--- config.mk ---
export PLATFORM = sky130hd
export DESIGN_NAME = date_key_exchange_sort_unit
export DESIGN_NICKNAME = d
export VERILOG_FILES = /design/src/rtl/dkes_pkg.sv /design/src/rtl/dkes_store.sv /design/src/rtl/dkes_cmp.sv /design/src/rtl/dkes_seq.sv /design/src/rtl/date_key_exchange_sort_unit.sv
export SDC_FILE = /design/constraint.sdc
export NUM_CORES = 2
export LEC_CHECK = 0
export ABC_AREA = 1
export BUFFER_PORTS_ARGS = -buffer_cell sky130_fd_sc_hd__buf_2
export CAP_MARGIN = 40
export CELL_PAD_IN_SITES_DETAIL_PLACEMENT = 1
export CELL_PAD_IN_SITES_GLOBAL_PLACEMENT = 2
export CORE_ASPECT_RATIO = 0.7
export CORE_UTILIZATION = 44
export CTS_BUF_LIST = sky130_fd_sc_hd__clkbuf_4 sky130_fd_sc_hd__clkbuf_8 sky130_fd_sc_hd__clkbuf_16
export DETAILED_ROUTE_END_ITERATION = 10
export PLACE_DENSITY_LB_ADDON = 0.1
export SLEW_MARGIN = 20
export SYNTH_ARGS = -nofsm -noshare
export SYNTH_HDL_FRONTEND = slang
export SYNTH_SLANG_ARGS = --single-unit
export TNS_END_PERCENT = 10
--- constraint.sdc ---
create_clock -name clk -period 5.9 [get_ports clk]
set_input_delay 1.77 -clock clk [delete_from_list [all_inputs] [get_ports clk]]
set_output_delay 1.77 -clock clk [all_outputs]
set_load 0.02 [all_outputs]
--- src/rtl/dkes_pkg.sv ---
// Package for the date-keyed exchange sort unit.
// Record layout, sequencer states, emit strobe bundle and size defaults.
// No dependencies.
`default_nettype none
package dkes_pkg;

  localparam int MAX_RECORDS_DEF = 64;
  localparam int KEY_W           = 21;
  localparam int REC_W           = 37;

  typedef struct packed {
    logic [11:0] year;
    logic [3:0]  month;
    logic [4:0]  day;
    logic [15:0] tag;
  } rec_t;

  typedef enum logic [2:0] {
    ST_IDLE,
    ST_I_RD,
    ST_I_LD,
    ST_J_RD,
    ST_J_CMP,
    ST_I_WB,
    ST_E_RD,
    ST_E_OUT
  } seq_state_t;

  typedef struct packed {
    logic valid;
    logic last;
    logic overflow;
  } emit_t;

  // Date key: year, then month, then day.
  function automatic logic [KEY_W-1:0] date_key(input rec_t r);
    date_key = {r.year, r.month, r.day};
  endfunction

endpackage
`default_nettype wire

--- src/rtl/dkes_store.sv ---
// Record store: single write port, single registered read port.
// Depends on dkes_pkg (rec_t).
`default_nettype none
module dkes_store
  import dkes_pkg::*;
#(
  parameter int DEPTH = MAX_RECORDS_DEF,
  localparam int AW   = $clog2(DEPTH)
) (
  input  wire logic          clk,
  input  wire logic          we,
  input  wire logic [AW-1:0] waddr,
  input  wire rec_t          wdata,
  input  wire logic [AW-1:0] raddr,
  output rec_t               rdata
);

  rec_t mem [DEPTH];
  rec_t rdata_r;

  always_ff @(posedge clk) begin
    if (we) begin
      mem[waddr] <= wdata;
    end
  end

  always_ff @(posedge clk) begin
    rdata_r <= mem[raddr];
  end

  assign rdata = rdata_r;

endmodule
`default_nettype wire

--- src/rtl/dkes_cmp.sv ---
// Shared compare unit: flags a swap when the held record's date is older
// than the candidate's. Depends on dkes_pkg (rec_t, date_key).
`default_nettype none
module dkes_cmp
  import dkes_pkg::*;
(
  input  wire rec_t  held,
  input  wire rec_t  cand,
  output logic       swap
);

  assign swap = date_key(held) < date_key(cand);

endmodule
`default_nettype wire

--- src/rtl/dkes_seq.sv ---
// Sequencer: loads records, runs the exchange sort through the store and
// the compare unit, then walks the store for output. Depends on dkes_pkg.
`default_nettype none
module dkes_seq
  import dkes_pkg::*;
#(
  parameter int MAX_RECORDS = MAX_RECORDS_DEF,
  localparam int AW         = $clog2(MAX_RECORDS),
  localparam int CW         = $clog2(MAX_RECORDS + 1)
) (
  input  wire logic          clk,
  input  wire logic          rst_n,
  input  wire logic          start,
  input  wire rec_t          in_rec,
  input  wire logic          in_last,
  output logic               busy,
  output logic               mem_we,
  output logic [AW-1:0]      mem_waddr,
  output rec_t               mem_wdata,
  output logic [AW-1:0]      mem_raddr,
  input  wire rec_t          mem_rdata,
  output rec_t               held,
  input  wire logic          swap,
  output emit_t              emit
);

  seq_state_t     state_r, state_nxt;
  logic [CW-1:0]  cnt_r, cnt_nxt;
  logic           drop_r, drop_nxt;
  logic [AW-1:0]  last_idx_r, last_idx_nxt;
  logic [AW-1:0]  i_r, i_nxt;
  logic [AW-1:0]  j_r, j_nxt;
  logic [AW-1:0]  k_r, k_nxt;
  rec_t           cur_r, cur_nxt;

  logic           acc;
  logic           full;
  logic [AW-1:0]  load_last_idx;
  logic           i_done;
  logic           j_done;
  logic           k_done;

  assign acc           = start && (state_r == ST_IDLE);
  assign full          = (cnt_r == CW'(MAX_RECORDS));
  assign load_last_idx = full ? AW'(MAX_RECORDS - 1) : cnt_r[AW-1:0];
  assign i_done        = ((i_r + AW'(1)) == last_idx_r);
  assign j_done        = (j_r == last_idx_r);
  assign k_done        = (k_r == last_idx_r);
  assign busy          = (state_r != ST_IDLE);
  assign held          = cur_r;

  // next state
  always_comb begin
    state_nxt = state_r;
    case (state_r)
      ST_IDLE: begin
        if (acc && in_last) begin
          state_nxt = (load_last_idx == '0) ? ST_E_RD : ST_I_RD;
        end
      end
      ST_I_RD:  state_nxt = ST_I_LD;
      ST_I_LD:  state_nxt = ST_J_RD;
      ST_J_RD:  state_nxt = ST_J_CMP;
      ST_J_CMP: state_nxt = j_done ? ST_I_WB : ST_J_RD;
      ST_I_WB:  state_nxt = i_done ? ST_E_RD : ST_I_RD;
      ST_E_RD:  state_nxt = ST_E_OUT;
      ST_E_OUT: state_nxt = k_done ? ST_IDLE : ST_E_RD;
      default:  state_nxt = ST_IDLE;
    endcase
  end

  // store port and emit strobe
  always_comb begin
    mem_we    = 1'b0;
    mem_waddr = i_r;
    mem_wdata = cur_r;
    mem_raddr = i_r;
    emit      = '0;
    case (state_r)
      ST_IDLE: begin
        mem_we    = acc && !full;
        mem_waddr = cnt_r[AW-1:0];
        mem_wdata = in_rec;
      end
      ST_J_RD:  mem_raddr = j_r;
      ST_J_CMP: begin
        mem_we    = swap;
        mem_waddr = j_r;
      end
      ST_I_WB:  mem_we = 1'b1;
      ST_E_RD:  mem_raddr = k_r;
      ST_E_OUT: begin
        emit.valid    = 1'b1;
        emit.last     = k_done;
        emit.overflow = drop_r;
      end
      default: begin
        mem_we = 1'b0;
      end
    endcase
  end

  // datapath next values
  always_comb begin
    cnt_nxt      = cnt_r;
    drop_nxt     = drop_r;
    last_idx_nxt = last_idx_r;
    i_nxt        = i_r;
    j_nxt        = j_r;
    k_nxt        = k_r;
    cur_nxt      = cur_r;
    case (state_r)
      ST_IDLE: begin
        if (acc) begin
          if (full) begin
            drop_nxt = 1'b1;
          end else begin
            cnt_nxt = cnt_r + CW'(1);
          end
          last_idx_nxt = load_last_idx;
          i_nxt        = '0;
          k_nxt        = '0;
        end
      end
      ST_I_LD: begin
        cur_nxt = mem_rdata;
        j_nxt   = i_r + AW'(1);
      end
      ST_J_CMP: begin
        if (swap) begin
          cur_nxt = mem_rdata;
        end
        j_nxt = j_r + AW'(1);
      end
      ST_I_WB: begin
        i_nxt = i_r + AW'(1);
        k_nxt = '0;
      end
      ST_E_OUT: begin
        k_nxt = k_r + AW'(1);
        if (k_done) begin
          cnt_nxt  = '0;
          drop_nxt = 1'b0;
        end
      end
      default: begin
        cur_nxt = cur_r;
      end
    endcase
  end

  always_ff @(posedge clk) begin
    if (!rst_n) begin
      state_r <= ST_IDLE;
      cnt_r   <= '0;
      drop_r  <= 1'b0;
    end else begin
      state_r <= state_nxt;
      cnt_r   <= cnt_nxt;
      drop_r  <= drop_nxt;
    end
  end

  always_ff @(posedge clk) begin
    last_idx_r <= last_idx_nxt;
    i_r        <= i_nxt;
    j_r        <= j_nxt;
    k_r        <= k_nxt;
    cur_r      <= cur_nxt;
  end

  a_cnt_bound: assert property (@(posedge clk) disable iff (!rst_n)
    cnt_r <= CW'(MAX_RECORDS))
    else $error("record count above capacity");

  a_j_after_i: assert property (@(posedge clk) disable iff (!rst_n)
    (state_r == ST_J_CMP) |-> (j_r > i_r && j_r <= last_idx_r))
    else $error("inner index out of range");

  a_no_write_in_emit: assert property (@(posedge clk) disable iff (!rst_n)
    (state_r == ST_E_RD || state_r == ST_E_OUT) |-> !mem_we)
    else $error("store written during output");

  a_set_cleared: assert property (@(posedge clk) disable iff (!rst_n)
    emit.valid && emit.last |=> (cnt_r == '0 && !drop_r && state_r == ST_IDLE))
    else $error("set not cleared after final transfer");

  a_last_starts: assert property (@(posedge clk) disable iff (!rst_n)
    acc && in_last |=> busy)
    else $error("final record did not start the sort");

endmodule
`default_nettype wire

--- src/rtl/date_key_exchange_sort_unit.sv ---
// Date-keyed exchange sort unit, newest first.
//
// Input: a record transfers at a clock edge with start high and busy low.
// Records load one per cycle into the store until one with in_last_record
// set. Up to MAX_RECORDS are kept; later ones are dropped and out_overflow
// is raised on every result of that set.
// Once the final record is taken, busy stays high while the set is sorted
// by exchange: position i is held in a register and compared against each
// later position j through one compare unit and one store port.
// Output then walks the store one record at a time: each result is on the
// out_ ports for one cycle with out_valid high, out_last marks the final
// one. The receiver cannot stall; results must be taken as they appear.
// busy drops in the cycle the final result appears.
// Reset (rst_n low, synchronous) empties the loader and clears the drop
// flag; the store contents are left as they are.
// Depends on dkes_pkg, dkes_store, dkes_cmp, dkes_seq.
`default_nettype none
module date_key_exchange_sort_unit
  import dkes_pkg::*;
#(
  parameter int MAX_RECORDS = MAX_RECORDS_DEF
) (
  input  wire logic        clk,
  input  wire logic        rst_n,
  input  wire logic        start,
  output logic             busy,
  input  wire logic [11:0] in_year,
  input  wire logic [3:0]  in_month,
  input  wire logic [4:0]  in_day,
  input  wire logic [15:0] in_tag,
  input  wire logic        in_last_record,
  output logic             out_valid,
  output logic [11:0]      out_year,
  output logic [3:0]       out_month,
  output logic [4:0]       out_day,
  output logic [15:0]      out_tag,
  output logic             out_last,
  output logic             out_overflow
);

  localparam int AW = $clog2(MAX_RECORDS);

  rec_t          in_rec;
  rec_t          mem_wdata, mem_rdata, held;
  logic          mem_we, swap;
  logic [AW-1:0] mem_waddr, mem_raddr;
  emit_t         emit;

  logic          valid_r;
  logic          last_r;
  logic          ovf_r;
  rec_t          out_rec_r;

  assign in_rec = '{year: in_year, month: in_month, day: in_day, tag: in_tag};

  dkes_store #(.DEPTH(MAX_RECORDS)) u_store (
    .clk   (clk),
    .we    (mem_we),
    .waddr (mem_waddr),
    .wdata (mem_wdata),
    .raddr (mem_raddr),
    .rdata (mem_rdata)
  );

  dkes_cmp u_cmp (
    .held (held),
    .cand (mem_rdata),
    .swap (swap)
  );

  dkes_seq #(.MAX_RECORDS(MAX_RECORDS)) u_seq (
    .clk       (clk),
    .rst_n     (rst_n),
    .start     (start),
    .in_rec    (in_rec),
    .in_last   (in_last_record),
    .busy      (busy),
    .mem_we    (mem_we),
    .mem_waddr (mem_waddr),
    .mem_wdata (mem_wdata),
    .mem_raddr (mem_raddr),
    .mem_rdata (mem_rdata),
    .held      (held),
    .swap      (swap),
    .emit      (emit)
  );

  // result register
  always_ff @(posedge clk) begin
    if (!rst_n) begin
      valid_r <= 1'b0;
    end else begin
      valid_r <= emit.valid;
    end
  end

  always_ff @(posedge clk) begin
    if (emit.valid) begin
      out_rec_r <= mem_rdata;
      last_r    <= emit.last;
      ovf_r     <= emit.overflow;
    end
  end

  assign out_valid    = valid_r;
  assign out_year     = out_rec_r.year;
  assign out_month    = out_rec_r.month;
  assign out_day      = out_rec_r.day;
  assign out_tag      = out_rec_r.tag;
  assign out_last     = last_r;
  assign out_overflow = ovf_r;

endmodule
`default_nettype wire
==> results.toml <==
[synth]
netlist-cell-type-count = 37
syn_avg_cell_area_sq_um = 11.2
syn_inst = 9896
syn_area_sq_um = 110000
count_of_warnings_emitted_by_yosys = 0
synth.net_count = 9962
yosysTopAreaCellShare = 0.671
synth.ff_latch_count = 2517
synth_largest_area_cell = "sky130_fd_sc_hd__edfxtp_1"
seq_total_area_yosys = 0.680
yosys-top-cells-area = "sky130_fd_sc_hd__edfxtp_1, sky130_fd_sc_hd__nand3_1, sky130_fd_sc_hd__nand3b_1, sky130_fd_sc_hd__nand2_1, sky130_fd_sc_hd__inv_1"

[worst_setup_path]
worstSetupStartpointType = "flop"
timing.critical_path.arrival_ns = 5.17
critPathMaxFanout = 35
endpoint_kind = "flop"
critPathRequiredTime_ns = 6.42
worst-setup-path-type = "reg -> reg"

[routing]
drt-vias-per-instance = 5.72
drt_wl_total_mm = 370
drt_iter0_markers = 7630
drc_errors = 0
route.detailed.wl_per_inst_um = 27.6
detail_route.first_pass.iterations = 6
ant_nets = 0
dr_total_vias = 76600

[global_route]
antenna_found_initial = 8
grt_first_pass_wirelength_mm = 540
track_usage = 0.287
grt_start_max_net_pins = 171
grt-ovfl-total = 0
grt_pass1_vias = 77300

[clock_tree]
worst_setup_hold_path_clk_slew_ns = 0.06
ctsResizeCount = 0
hold_buffers = 0
cts_tree = "built"
postCtsSetupBuffers = 0
cts-root-buf = "sky130_fd_sc_hd__clkbuf_16"
cts-root-to-sink-buffers = 4
cts_h_tree_lvls = 5
clock_sink_count = 2517
worst_skew_pair.late_latency_ns = 0.87
tritoncts.num_buffers = 269

[sta]
fin_setup_tns_ns = 0
finalSetupViolCount = 0
final_period_minus_worst_setup_slack_ns = 4.65
final_hold_vio_count = 0
pins_over_slew_limit = 0
timing.final.crit_share = 0.788
finalClockSkew_ns = 0.0295
maxClockFrequency_mhz = 215
max_slew_headroom_at_the_worst_pin = 0.350
unrepaired_setup_endpoints_after_global_routing = "false"
worst_slew_pin_slew_ns = 0.975
hold_slack_ns = 0.453

[floorplan]
design.portCount = 82
floorplan.die.width_um = 601
initial_utilization = 0.444
die_ar_sq_um = 253000
dieHeight_um = 421
fp_rows = 153
core-area_sq_um = 249000

[pwr]
pwr_density_cell_nw_per_um2 = 581
pwr-share-comb = 0.402
swShare = 0.417
max-vdd-ir-drop_mv = 0.548
power.switching_uw = 30200
power.share.clock = 0.236
p_leak_uw = 0.0485
power.internal_uw = 42100
sequential_power_share = 0.362
finalPower_uw = 72300

[place]
number_of_port_buffers = 81
place.detailed.hpwl_mm = 209
placed_cells_incl_taps = 12900
place_congestion = 0.823

[cells_and_area]
share_of_cells_above_drive_strength_1 = 0.0888
finish.cell_count_without_fillers = 13400
end_of_flow_core_utilization = 0.500
flow.area_growth_from_synthesis_pct = 12.8
nNetsFinal = 9922
number_of_inserted_filler_cells_in_the_final_layout = 26000

[outcome]
status = "finished, final reports clean"

[min_path]
hp-class = "reg -> reg"

[run]
drv.max_cap_violation_count = 0
==> routing by layer <==
layer  up-vias  track usage  share of wire
li1      33900            -              -
met1     39700        0.433           0.47
met2      2469        0.443           0.45
met3       490       0.0296          0.057
met4         2       0.0786          0.027
met5         -            0       0.000035
==> through the flow <==
stage | worst slack [ns] | instance area [sq um]
floorplan | 1.20 | 110000
global placement | 0.966 | 115000
detailed placement | 0.913 | 116000
CTS | 1.25 | 124000
global route | 1.15 | 124000
finish | 1.25 | 124000
==> cell type report <==
type | instances | area [sq um] | share of cell area
clock buffers | 368 | 7800 | 0.0626
diodes | 1 | 2.50 | 0.0000201
flip-flops and latches | 2517 | 75100 | 0.603
repair buffers | 350 | 3770 | 0.0303
clock inverters | 95 | 863 | 0.00693
multi-input cells | 5249 | 27200 | 0.219
well taps | 3332 | 4170 | 0.0335
inverters | 1469 | 5550 | 0.0446
==> cell usage in the layout (no fill, tap or decap), types with 4 or more instances in the layout <==
| master | netlist | routed |
|---|---|---|
| sky130_fd_sc_hd__ha_1 | 25 | 25 |
| sky130_fd_sc_hd__xor2_1 | 10 | 10 |
| sky130_fd_sc_hd__nor2_4 | 3 | 28 |
| sky130_fd_sc_hd__a21oi_4 | 1 | 4 |
| sky130_fd_sc_hd__buf_4 | 7 | 166 |
| sky130_fd_sc_hd__nand3_1 | 2573 | 2573 |
| sky130_fd_sc_hd__nor3_1 | 8 | 8 |
| sky130_fd_sc_hd__buf_16 | 0 | 8 |
| sky130_fd_sc_hd__nand3b_1 | 884 | 884 |
| sky130_fd_sc_hd__clkbuf_8 | 0 | 15 |
| sky130_fd_sc_hd__xnor2_1 | 4 | 4 |
| sky130_fd_sc_hd__a21oi_1 | 26 | 23 |
| sky130_fd_sc_hd__nand2_2 | 1 | 17 |
| sky130_fd_sc_hd__clkinv_2 | 0 | 27 |
| sky130_fd_sc_hd__nor2_1 | 83 | 58 |
| sky130_fd_sc_hd__nand4_1 | 14 | 14 |
| sky130_fd_sc_hd__dfxtp_1 | 49 | 49 |
| sky130_fd_sc_hd__o22ai_1 | 6 | 6 |
| sky130_fd_sc_hd__bufinv_16 | 0 | 17 |
| sky130_fd_sc_hd__inv_2 | 6 | 44 |
| sky130_fd_sc_hd__buf_2 | 381 | 81 |
| sky130_fd_sc_hd__nand2_4 | 1 | 21 |
| sky130_fd_sc_hd__edfxtp_1 | 2468 | 2468 |
| sky130_fd_sc_hd__buf_12 | 0 | 95 |
| sky130_fd_sc_hd__o21ai_0 | 17 | 16 |
| sky130_fd_sc_hd__clkbuf_16 | 0 | 282 |
| sky130_fd_sc_hd__clkbuf_4 | 0 | 71 |
| sky130_fd_sc_hd__inv_1 | 1461 | 1419 |
| sky130_fd_sc_hd__nor4_1 | 4 | 4 |
| sky130_fd_sc_hd__a221oi_1 | 5 | 5 |
| sky130_fd_sc_hd__nand2_1 | 1571 | 1534 |
| sky130_fd_sc_hd__clkinv_1 | 1 | 48 |
==> cells by family (layout without fill, tap and decap cells) <==
| group | after synthesis | after routing | share of synthesized area |
|---|---|---|---|
| other | 0 | 1 | 0 |
| AO/OA/AOI/OAI | 63 | 63 | 0.00334 |
| flip-flops | 2517 | 2517 | 0.680 |
| buffers and inverters | 2130 | 2282 | 0.0770 |
| adder cells (fa/ha/maj) | 25 | 25 | 0.00283 |
| XOR/XNOR | 14 | 14 | 0.00111 |
| AND/OR/NAND/NOR | 5147 | 5147 | 0.236 |
==> power groups by stage <==
stage                     Combinational, uW  Clock, uW  Sequential (uW)
after floorplan                       15700          0            26500
after global placement                28100          0            26500
after detailed placement              28900          0            26500
after CTS                             29000      17300            26200
after global routing                  31100      17900            26200
final                                 29100      17100            26200
==> worst max-delay path, stage by stage (launching register included) <==
cell and delay [ns]:
sky130_fd_sc_hd__dfxtp_1 0.45, sky130_fd_sc_hd__nor2_4 0.22, sky130_fd_sc_hd__inv_2 0.09, sky130_fd_sc_hd__nor2_4 0.27, sky130_fd_sc_hd__inv_2 0.17, sky130_fd_sc_hd__buf_4 0.31, sky130_fd_sc_hd__nor2_1 0.20, sky130_fd_sc_hd__buf_4 0.19
sky130_fd_sc_hd__nand2_1 0.06, sky130_fd_sc_hd__nand3_1 0.61, sky130_fd_sc_hd__nand2_1 0.63, sky130_fd_sc_hd__nor2_4 0.71, sky130_fd_sc_hd__buf_12 0.33
==> Yosys cell counts <==
master,number
sky130_fd_sc_hd__a221oi_1,5
sky130_fd_sc_hd__or2_2,1
sky130_fd_sc_hd__clkbuf_1,209
sky130_fd_sc_hd__clkinv_1,1
sky130_fd_sc_hd__nor4_1,4
sky130_fd_sc_hd__a211oi_1,1
sky130_fd_sc_hd__xor2_1,10
sky130_fd_sc_hd__nor2_4,3
sky130_fd_sc_hd__o21bai_1,1
sky130_fd_sc_hd__nand4_1,14
sky130_fd_sc_hd__nand2_4,1
sky130_fd_sc_hd__nand2_1,1571
sky130_fd_sc_hd__nand2_2,1
sky130_fd_sc_hd__nor3_1,8
sky130_fd_sc_hd__inv_2,6
sky130_fd_sc_hd__inv_4,1
sky130_fd_sc_hd__buf_4,7
sky130_fd_sc_hd__xnor2_1,4
sky130_fd_sc_hd__o21ai_0,17
sky130_fd_sc_hd__buf_1,64
sky130_fd_sc_hd__nand3_1,2573
sky130_fd_sc_hd__buf_2,381
sky130_fd_sc_hd__a21oi_1,26
sky130_fd_sc_hd__nor2_1,83
sky130_fd_sc_hd__o211ai_1,2
sky130_fd_sc_hd__nand3b_4,1
sky130_fd_sc_hd__o221ai_1,1
sky130_fd_sc_hd__o22ai_1,6
sky130_fd_sc_hd__a31oi_1,2
sky130_fd_sc_hd__o21ai_1,1
sky130_fd_sc_hd__inv_1,1461
sky130_fd_sc_hd__ha_1,25
sky130_fd_sc_hd__a21oi_4,1
sky130_fd_sc_hd__nand3_4,3
sky130_fd_sc_hd__edfxtp_1,2468
sky130_fd_sc_hd__nand3b_1,884
sky130_fd_sc_hd__dfxtp_1,49
==> sequential cells by signal (all words and copies together), names as in the netlist <==
register / cells
u_store.mem: 2368
u_seq.held: 37
u_store.rdata: 37
out_tag: 16
out_year: 12
u_seq.cnt_r: 7
u_seq.i_r: 6
u_seq.j_r: 6
u_seq.k_r: 6
u_seq.last_idx_r: 6
out_day: 5
out_month: 4
u_seq.state_r: 3
out_last: 1
out_overflow: 1
out_valid: 1
u_seq.drop_r: 1
==> final timing paths <==
path / cells past startpoint / end / slack, ns / startpoint
worst min-delay path: 0 / out_tag[1]$_DFFE_PP_ / 0.45 / u_store.rdata[1]$_DFF_P_
worst max-delay path: 12 / u_store.mem[10][26]$_DFFE_PP_ / 1.25 / u_seq.state_r[1]$_SDFFE_PN0P_
worst max register to register: 12 / u_store.mem[10][26]$_DFFE_PP_ / 1.25 / u_seq.state_r[1]$_SDFFE_PN0P_
worst min register to register: 0 / out_tag[1]$_DFFE_PP_ / 0.45 / u_store.rdata[1]$_DFF_P_
No activity file was read; power rests on OpenSTA's default activity.
